`config.mk`:
```
export PLATFORM = sky130hd
export DESIGN_NAME = wrap_safe_heading_averager
export DESIGN_NICKNAME = d
export VERILOG_FILES = /design/src/rtl/core/wsha_pkg.sv /design/src/rtl/core/wrap_safe_heading_averager.sv
export SDC_FILE = /design/constraint.sdc
export NUM_CORES = 1
export LEC_CHECK = 0
export BUFFER_PORTS_ARGS = -buffer_cell sky130_fd_sc_hd__buf_2
export CAP_MARGIN = 15
export CORE_UTILIZATION = 57
export CTS_BUF_LIST = sky130_fd_sc_hd__clkbuf_4 sky130_fd_sc_hd__clkbuf_8 sky130_fd_sc_hd__clkbuf_16
export DETAILED_ROUTE_END_ITERATION = 10
export HOLD_SLACK_MARGIN = 0.05
export PLACE_DENSITY = 0.85
export SYNTH_ARGS = -nofsm -noshare
export SYNTH_HDL_FRONTEND = slang
export SYNTH_SLANG_ARGS = --single-unit
```
`constraint.sdc`:
```
create_clock -name clk -period 4.3 [get_ports clk]
set_input_delay 0 -clock clk [delete_from_list [all_inputs] [get_ports clk]]
set_output_delay 0 -clock clk [all_outputs]
set_load 0.1 [all_outputs]
```
`src/rtl/core/wsha_pkg.sv`:
```
package wsha_pkg;

  // Binary angle thresholds, 65536 units per full turn.
  localparam logic [15:0] ANG_45  = 16'd8192;
  localparam logic [15:0] ANG_135 = 16'd24576;
  localparam logic [15:0] ANG_225 = 16'd40960;
  localparam logic [15:0] ANG_315 = 16'd57344;

  typedef struct packed {
    logic [15:0] angle;
    logic        last;
  } wsha_in_t;

  typedef struct packed {
    logic signed [15:0] mean_angle;
    logic               empty_list;
    logic               both_sides_discarded;
    logic               overflow;
  } wsha_out_t;

  typedef enum logic [1:0] {
    ST_IDLE,
    ST_SETUP,
    ST_DIV,
    ST_DONE
  } wsha_state_t;

endpackage

```
`src/rtl/core/wrap_safe_heading_averager.sv`:
```
// Wrap-safe heading averager.
// Input channel in_valid/in_ready/in_data carries one binary angle per request,
// with a last flag closing the list. Each list produces exactly one request on
// out_valid/out_ready/out_data after its last angle is accepted.
// A non-final angle is absorbed while in_ready stays high, so the
// angles of a list can follow back to back.
// The final angle is accumulated, then the setup state picks the total with
// fewer discards and its kept count, and a restoring divider retires one
// quotient bit per cycle. The result then waits in the done state until it is
// loaded into the output register, which raises out_valid.
// in_ready stays low from the final angle until the result is loaded into the
// output register. If the receiver stalls, the result waits in the output
// register and the next list can already be accumulated; a second result waits
// in the divider until the output register frees up.
// Reset clears the totals, the counters and the output valid.
module wrap_safe_heading_averager #(
  parameter int MAX_HISTORY = 256
) (
  input  logic                clk,
  input  logic                rst_n,
  input  logic                in_valid,
  output logic                in_ready,
  input  wsha_pkg::wsha_in_t  in_data,
  output logic                out_valid,
  input  logic                out_ready,
  output wsha_pkg::wsha_out_t out_data
);

  localparam int CW = $clog2(MAX_HISTORY + 1);
  localparam int TW = 16 + CW;
  localparam int SW = $clog2(TW);

  wsha_pkg::wsha_state_t state_r, state_nxt;

  logic signed [TW-1:0] st_r, st_nxt;
  logic [TW-1:0]        ut_r, ut_nxt;
  logic [CW-1:0]        nh_r, nh_nxt;
  logic [CW-1:0]        nz_r, nz_nxt;
  logic [CW-1:0]        cnt_r, cnt_nxt;
  logic                 ovf_r, ovf_nxt;

  logic [TW-1:0]        dvd_r, dvd_nxt;
  logic [CW-1:0]        rem_r, rem_nxt;
  logic [CW-1:0]        dvs_r, dvs_nxt;
  logic [SW-1:0]        step_r, step_nxt;
  logic                 neg_r, neg_nxt;
  logic                 empty_r, empty_nxt;
  logic                 both_r, both_nxt;

  wsha_pkg::wsha_out_t  out_data_r, out_data_nxt;
  logic                 out_valid_r, out_valid_nxt;

  logic in_acc, setup_en, div_en, out_load;
  logic near_zero, near_half, room;
  logic sel_signed;
  logic [CW-1:0] kept;
  logic [TW-1:0] mag;
  logic [CW:0]   shifted, diff;
  logic          ge;
  logic [15:0]   q16;

  // Next state.
  always_comb begin
    state_nxt = state_r;
    case (state_r)
      wsha_pkg::ST_IDLE:  if (in_acc && in_data.last) state_nxt = wsha_pkg::ST_SETUP;
      wsha_pkg::ST_SETUP: state_nxt = wsha_pkg::ST_DIV;
      wsha_pkg::ST_DIV:   if (step_r == '0) state_nxt = wsha_pkg::ST_DONE;
      wsha_pkg::ST_DONE:  if (!out_valid_r || out_ready) state_nxt = wsha_pkg::ST_IDLE;
      default:            state_nxt = wsha_pkg::ST_IDLE;
    endcase
  end

  // Sequencer outputs.
  always_comb begin
    in_ready = 1'b0;
    setup_en = 1'b0;
    div_en   = 1'b0;
    out_load = 1'b0;
    case (state_r)
      wsha_pkg::ST_IDLE:  in_ready = 1'b1;
      wsha_pkg::ST_SETUP: setup_en = 1'b1;
      wsha_pkg::ST_DIV:   div_en = 1'b1;
      wsha_pkg::ST_DONE:  out_load = !out_valid_r || out_ready;
      default:            in_ready = 1'b0;
    endcase
  end

  assign in_acc = in_valid && in_ready;

  // Angle classification; the near-zero window is -45..45 degrees in the signed view.
  assign near_zero = (in_data.angle < wsha_pkg::ANG_45) || (in_data.angle > wsha_pkg::ANG_315);
  assign near_half = (in_data.angle > wsha_pkg::ANG_135) && (in_data.angle < wsha_pkg::ANG_225);
  assign room      = cnt_r < CW'(MAX_HISTORY);

  // Ties go to the unsigned total.
  assign sel_signed = nh_r < nz_r;
  assign kept       = sel_signed ? (cnt_r - nh_r) : (cnt_r - nz_r);
  assign mag        = (sel_signed && st_r[TW-1]) ? TW'(~st_r + 1'b1) : (sel_signed ? st_r : ut_r);

  // Restoring divider step, one quotient bit per cycle.
  assign shifted = {rem_r, dvd_r[TW-1]};
  assign diff    = shifted - {1'b0, dvs_r};
  assign ge      = shifted >= {1'b0, dvs_r};
  assign q16     = dvd_r[15:0];

  always_comb begin
    st_nxt    = st_r;
    ut_nxt    = ut_r;
    nh_nxt    = nh_r;
    nz_nxt    = nz_r;
    cnt_nxt   = cnt_r;
    ovf_nxt   = ovf_r;
    dvd_nxt   = dvd_r;
    rem_nxt   = rem_r;
    dvs_nxt   = dvs_r;
    step_nxt  = step_r;
    neg_nxt   = neg_r;
    empty_nxt = empty_r;
    both_nxt  = both_r;
    out_data_nxt  = out_data_r;
    out_valid_nxt = out_valid_r && !out_ready;

    if (in_acc) begin
      if (room) begin
        if (near_zero) nz_nxt = nz_r + 1'b1;
        else           ut_nxt = ut_r + TW'(in_data.angle);
        if (near_half) nh_nxt = nh_r + 1'b1;
        else           st_nxt = st_r + {{(TW-16){in_data.angle[15]}}, in_data.angle};
        cnt_nxt = cnt_r + 1'b1;
      end else begin
        ovf_nxt = 1'b1;
      end
    end

    if (setup_en) begin
      dvd_nxt   = mag;
      rem_nxt   = '0;
      dvs_nxt   = kept;
      step_nxt  = SW'(TW - 1);
      neg_nxt   = sel_signed && st_r[TW-1];
      empty_nxt = kept == '0;
      both_nxt  = (nh_r != '0) && (nz_r != '0);
    end

    if (div_en) begin
      rem_nxt  = ge ? diff[CW-1:0] : shifted[CW-1:0];
      dvd_nxt  = {dvd_r[TW-2:0], ge};
      step_nxt = step_r - 1'b1;
    end

    if (out_load) begin
      out_data_nxt.mean_angle           = empty_r ? 16'sd0 : (neg_r ? -q16 : q16);
      out_data_nxt.empty_list           = empty_r;
      out_data_nxt.both_sides_discarded = both_r;
      out_data_nxt.overflow             = ovf_r;
      out_valid_nxt = 1'b1;
      // The list is finished; start the next one from scratch.
      st_nxt  = '0;
      ut_nxt  = '0;
      nh_nxt  = '0;
      nz_nxt  = '0;
      cnt_nxt = '0;
      ovf_nxt = 1'b0;
    end
  end

  always_ff @(posedge clk) begin
    if (!rst_n) begin
      state_r     <= wsha_pkg::ST_IDLE;
      st_r        <= '0;
      ut_r        <= '0;
      nh_r        <= '0;
      nz_r        <= '0;
      cnt_r       <= '0;
      ovf_r       <= 1'b0;
      out_valid_r <= 1'b0;
    end else begin
      state_r     <= state_nxt;
      st_r        <= st_nxt;
      ut_r        <= ut_nxt;
      nh_r        <= nh_nxt;
      nz_r        <= nz_nxt;
      cnt_r       <= cnt_nxt;
      ovf_r       <= ovf_nxt;
      out_valid_r <= out_valid_nxt;
    end
  end

  always_ff @(posedge clk) begin
    dvd_r      <= dvd_nxt;
    rem_r      <= rem_nxt;
    dvs_r      <= dvs_nxt;
    step_r     <= step_nxt;
    neg_r      <= neg_nxt;
    empty_r    <= empty_nxt;
    both_r     <= both_nxt;
    out_data_r <= out_data_nxt;
  end

  assign out_valid = out_valid_r;
  assign out_data  = out_data_r;

`ifndef SYNTH
  a_cnt_bound: assert property (@(posedge clk) disable iff (!rst_n)
    cnt_r <= CW'(MAX_HISTORY))
    else $error("item count exceeds history bound");

  a_empty_zero: assert property (@(posedge clk) disable iff (!rst_n)
    out_valid && out_data.empty_list |-> out_data.mean_angle == 16'sd0)
    else $error("empty list with nonzero mean");

  a_clear_after_load: assert property (@(posedge clk) disable iff (!rst_n)
    out_load |=> cnt_r == '0 && nh_r == '0 && nz_r == '0 && !ovf_r)
    else $error("list state not cleared after result");

  a_div_end: assert property (@(posedge clk) disable iff (!rst_n)
    state_r == wsha_pkg::ST_DIV && step_r == '0 |=> state_r == wsha_pkg::ST_DONE)
    else $error("divider did not finish on last step");

  a_no_accept_busy: assert property (@(posedge clk) disable iff (!rst_n)
    state_r == wsha_pkg::ST_SETUP |-> !in_ready && $past(in_acc && in_data.last))
    else $error("setup entered without a final angle");
`endif

endmodule
```
Yosys cells after proc, flatten, opt, wreduce, memory -nomap -nowiden

Index checks and enable logic that the tools add are counted.

Bits in registers: 151
Bits of input ports: 21
Output and inout bits: 21
Word-level logic and storage cells: 92

Add/sub/neg operators: 11
Magnitude comparators: 7
Equality and inequality tests: 6
Multiplexer cells: 20
Bitwise operators: 5
Reductions and logical operators: 24

Operators with widths:

| operator              | number |
|---|---|
| $mux 25               | 4 |
| $mux 9                | 4 |
| $add 9x1->9 const B   | 3 |
| $sub 9x9->9           | 3 |
| $add 25x1->25 const B | 1 |
| $add 25x16->25        | 1 |
| $add 25x25->25        | 1 |
| $not 25->25           | 1 |
| $reduce_bool 9->1     | 2 |
| $gt 16x15->1 const B  | 1 |
| $gt 16x16->1 const B  | 1 |
| $lt 16x14->1 const B  | 1 |
| $lt 16x16->1 const B  | 1 |
| $mux 16               | 1 |
| $neg 16->16           | 1 |
| $reduce_and 3->1      | 5 |
| $ge 10x9->1           | 1 |
| $mux 5                | 2 |
| $logic_not 9->1       | 1 |
| $lt 9x9->1            | 1 |
| $lt 9x9->1 const B    | 1 |
| $pmux 2 s4            | 1 |
| $logic_and 1x1->1     | 6 |
| $mux 2                | 3 |
| other kinds (13)      | 26 |

Longest topological paths before layout

Depth after elaboration: 6
Mapped depth: 20

Worst setup path after synthesis

OpenSTA, ideal clock, no wires.

Kind: register to register
From: register nz_r[6]
To: register dvs_r[8], data pin
Setup time: 0.255 ns
Data arrival time: 3.748 ns
Setup slack: 0.298 ns
Stages on the path, launching flop included: 21
Buffers on the path: 2
Cell sequence: dfxtp_1 > inv_1 > ha_1 > o21a_1 > o21a_1 > o31a_1 > a311oi_1 > buf_2 > buf_2 > nand2_1 > o21ai_0 > ha_1 > inv_1 > fa_1 > a21oi_1 > o21bai_1 > nor4b_1 > or3_1 > nand3_1 > mux2_2 > and2_1

Longest elaborated chain between the ends: 2
Elaborated cells on any way between the ends: 3

RTL lines:

| element                                          | RTL line                                                           | RTL |
|---|---|---|
| start, declared                                  | wrap_safe_heading_averager.sv:38                                   | `logic [CW-1:0] nz_r, nz_nxt;` |
| start signal, assigned                           | wrap_safe_heading_averager.sv:183                                  | `nz_r <= nz_nxt;` |
| $sub 9x9->9 / $lt 9x9->1 (equally long branches) | wrap_safe_heading_averager.sv:98, wrap_safe_heading_averager.sv:97 |  |
| $mux 9 (*)                                       | wrap_safe_heading_averager.sv:98                                   | `assign kept = sel_signed ? (cnt_r - nh_r) : (cnt_r - nz_r);` |
| via kept[8]                                      | wrap_safe_heading_averager.sv:56                                   | `logic [CW-1:0] kept;` |
| end signal, assigned                             | wrap_safe_heading_averager.sv:193                                  | `dvs_r <= dvs_nxt;` |
| end, declared                                    | wrap_safe_heading_averager.sv:44                                   | `logic [CW-1:0] dvs_r, dvs_nxt;` |

Mark *: on every way through the listed nets, which the timed path passes. The rest lies on a longest branch.
A chain may end at the register's enable or synchronous reset.

Final worst setup path

From: register nz_r[1]
To: register dvs_r[8], data pin

The elaborated chain is that of the path after synthesis.

==> flow_metrics.tcl <==
set metrics [dict create \
    synth_top_area_cell "edfxtp_1" \
    crit_fanout 10 \
    htreeDepth 4 \
    synthTopCellsByCount "nand2_1, nor2_1, dfxtp_1, ha_1, o21ai_0" \
    drv_cap 0 \
    synthCells 1130 \
    ff2ff_setup_slack_ns 0.24 \
    grtUsageTotal 0.269 \
    ys.flop_type "dfxtp_1" \
    power_density_nw_per_um2 620 \
    worstPathRequired_ns 4.50 \
    grt_pass1_vias 7840 \
    fp-row-count 48 \
    syn_area_um2 10100 \
    r2r_start "nz_r[1]" \
    ios 42 \
    io_buffers 41 \
    vdd_drop_max_mv 0.411 \
    status "completed" \
    grt_max_degree 52 \
    rsz0062_at_grt "false" \
    antenna_left 0 \
    start_kind "flip-flop" \
    finish.net_count 1271 \
    cp.arrival_ns 4.26 \
    setup_tns_ns 0 \
    startpoint "nz_r[1]" \
    first_iter_violations 749 \
    vias_per_cell 6.02 \
    whs_ns 0.111 \
    die_y_um 135 \
    final.setup_skew_ns 0.00762 \
    slew_violations 0 \
    synth.net_count 1232 \
    worstRegToRegCells 18 \
    synth_cell_types 70 \
    min_path_type "in -> reg" \
    crit_type "reg -> reg" \
    yosysSeqAreaShare 0.370 \
    fin_crit_sh 0.945 \
    cts.path.max_buffers 2 \
    core_um2 17200 \
    post-route-drc-count 0 \
    antenna_cells 0 \
    place.gp.congestion 0.910 \
    cp-endpoint "dvs_r[8]" \
    setup_viol 0 \
    avgSynthCellArea_um2 8.90 \
    cts_buffers 17 \
    dieArea_um2 18200 \
    clk_latency_ns 0.44 \
    area_growth_pct 10.4 \
    grt_pass1_wl_um 38500 \
    period_minus_slack_ns 4.06 \
    place_hpwl_um 17200 \
    antenna_found_initial 0 \
    cts-root-buf "clkbuf_16" \
    clock.fmax_mhz 246 \
    initial_utilization 0.583 \
    synth.top_cell.area_share 0.209 \
    p_leak_nw 4.30 \
    ys_top_cells_by_area "edfxtp_1, dfxtp_1, ha_1, xnor2_1, nand2_1" \
    drive_gt1_frac 0.0880 \
    clk_pin_slew_ns 0.07 \
    final_hold_viol_count 0 \
    rr_endpoint "dvs_r[8]" \
    drt-total-wl_um 23400 \
    synth-edff-count 70 \
    clock-sinks 151 \
    vias 8472 \
    dr.pass1.iters 5 \
    cts_tree "built" \
    synth_warnings 0 \
    ys_ff_latch 151 \
    die_w_um 135 \
    maxSlewHeadroom 0.313 \
    hp-start "in_data[2]" \
    tightest_slew_ns 1.03 \
    synth_most_common_cell "nand2_1" \
    cp-end-kind "flip-flop" \
    grt-ovfl-total 0 \
    async_flop_share 0 \
    routedWlPerCell_um 16.6 \
]
[critical path, cell delays in order, from the launching register on]
cell and delay (ns):
dfxtp_1 0.42, inv_1 0.10, ha_1 0.29, a21o_1 0.16, a21oi_1 0.14, o21ai_1 0.14, a311oi_4 0.38, buf_4 0.26
o21ai_0 0.10, ha_1 0.20, inv_1 0.07, fa_1 0.20, a21oi_1 0.10, o21bai_1 0.26, nor4b_2 0.09, o21ai_0 0.35
nand3_1 0.13, mux2_2 0.29, and2_1 0.14
[what timing repair did]
item,CTS,global route
hold buffers,4,0
setup endpoints to repair,0,2
gates resized for setup,0,1
endpoints found under the hold margin,6,0
setup buffers,0,0
[state kept, by name (all words and copies together) (netlist names)]
signal,count
nh_r,9
empty_r,1
dvs_r,9
dvd_r,25
out_valid,1
step_r,5
neg_r,1
nz_r,9
rem_r,9
ovf_r,1
st_r,25
out_data,19
cnt_r,9
state_r,2
ut_r,25
both_r,1
[layout by cell type (no fill, tap or decap), drive strengths merged, types with 13 or more instances in the layout]
cell type / n
a21oi: 75
nand4: 13
a21o: 17
o21ai: 89
dfxtp: 81
inv: 56
nand2b: 16
nor2b: 13
o31ai: 17
mux2i: 45
a211oi: 23
nor3: 20
ha: 77
nand2: 129
buf: 49
or3: 14
nor2: 103
edfxtp: 70
nand3: 30
clkbuf: 19
xor2: 29
xnor2: 58
o21a: 17
[kinds of logic (layout without fill, tap and decap cells)]
logic type / after synthesis / after routing / synth area share
compound gates: 292 / 292 / 0.185
fa+ha+maj: 81 / 81 / 0.104
buf+inv: 85 / 137 / 0.0330
xor+xnor: 87 / 87 / 0.0758
simple gates: 387 / 387 / 0.185
mux: 47 / 47 / 0.0470
flops: 151 / 151 / 0.370
[worst min-delay path by stage]
stage,endpoint,slack [ns],cells after the start
CTS,st_r[1],0.10,4
floorplan,out_valid,0.12,1
global route,st_r[24],0.16,4
finish,st_r[1],0.11,4
global placement,out_valid,0.29,2
detailed placement,out_valid,0.29,2
[per-layer routing]
metal,vias to the layer above,global-route usage,routed length (um)
met5,-,0,0
met4,0,0.105,510
met3,34,0.0402,1500
met2,277,0.422,10600
met1,3988,0.373,10800
li1,4173,-,-
[through the flow]
step                      power [mW]   util  worst slack [ns]  cell area [um2]  std cells
after CTS                       6.85  0.643             0.230            11100       1407
final                           6.88  0.644             0.237            11100       1407
after global placement          5.28  0.608             0.391            10500       1371
after floorplan                 4.71      -             0.298            10100       1130
after global routing            7.32  0.644            0.0115            11100       1407
after detailed placement        5.39  0.608             0.252            10500       1371
[power by group]
part	internal [mW]	switching, mW
Clock	0.814	0.628
Sequential	2.04	0.411
Combinational	1.18	1.81
[area by class of cell]
type,count,area (um2)
multi-input cells,894,6020
repair buffers,53,305
fillers,1357,6140
clock inverters,13,124
clock buffers,19,440
flip-flops and latches,151,3720
well taps,225,282
inverters,52,195
No activity file was read; power rests on OpenSTA's default activity.
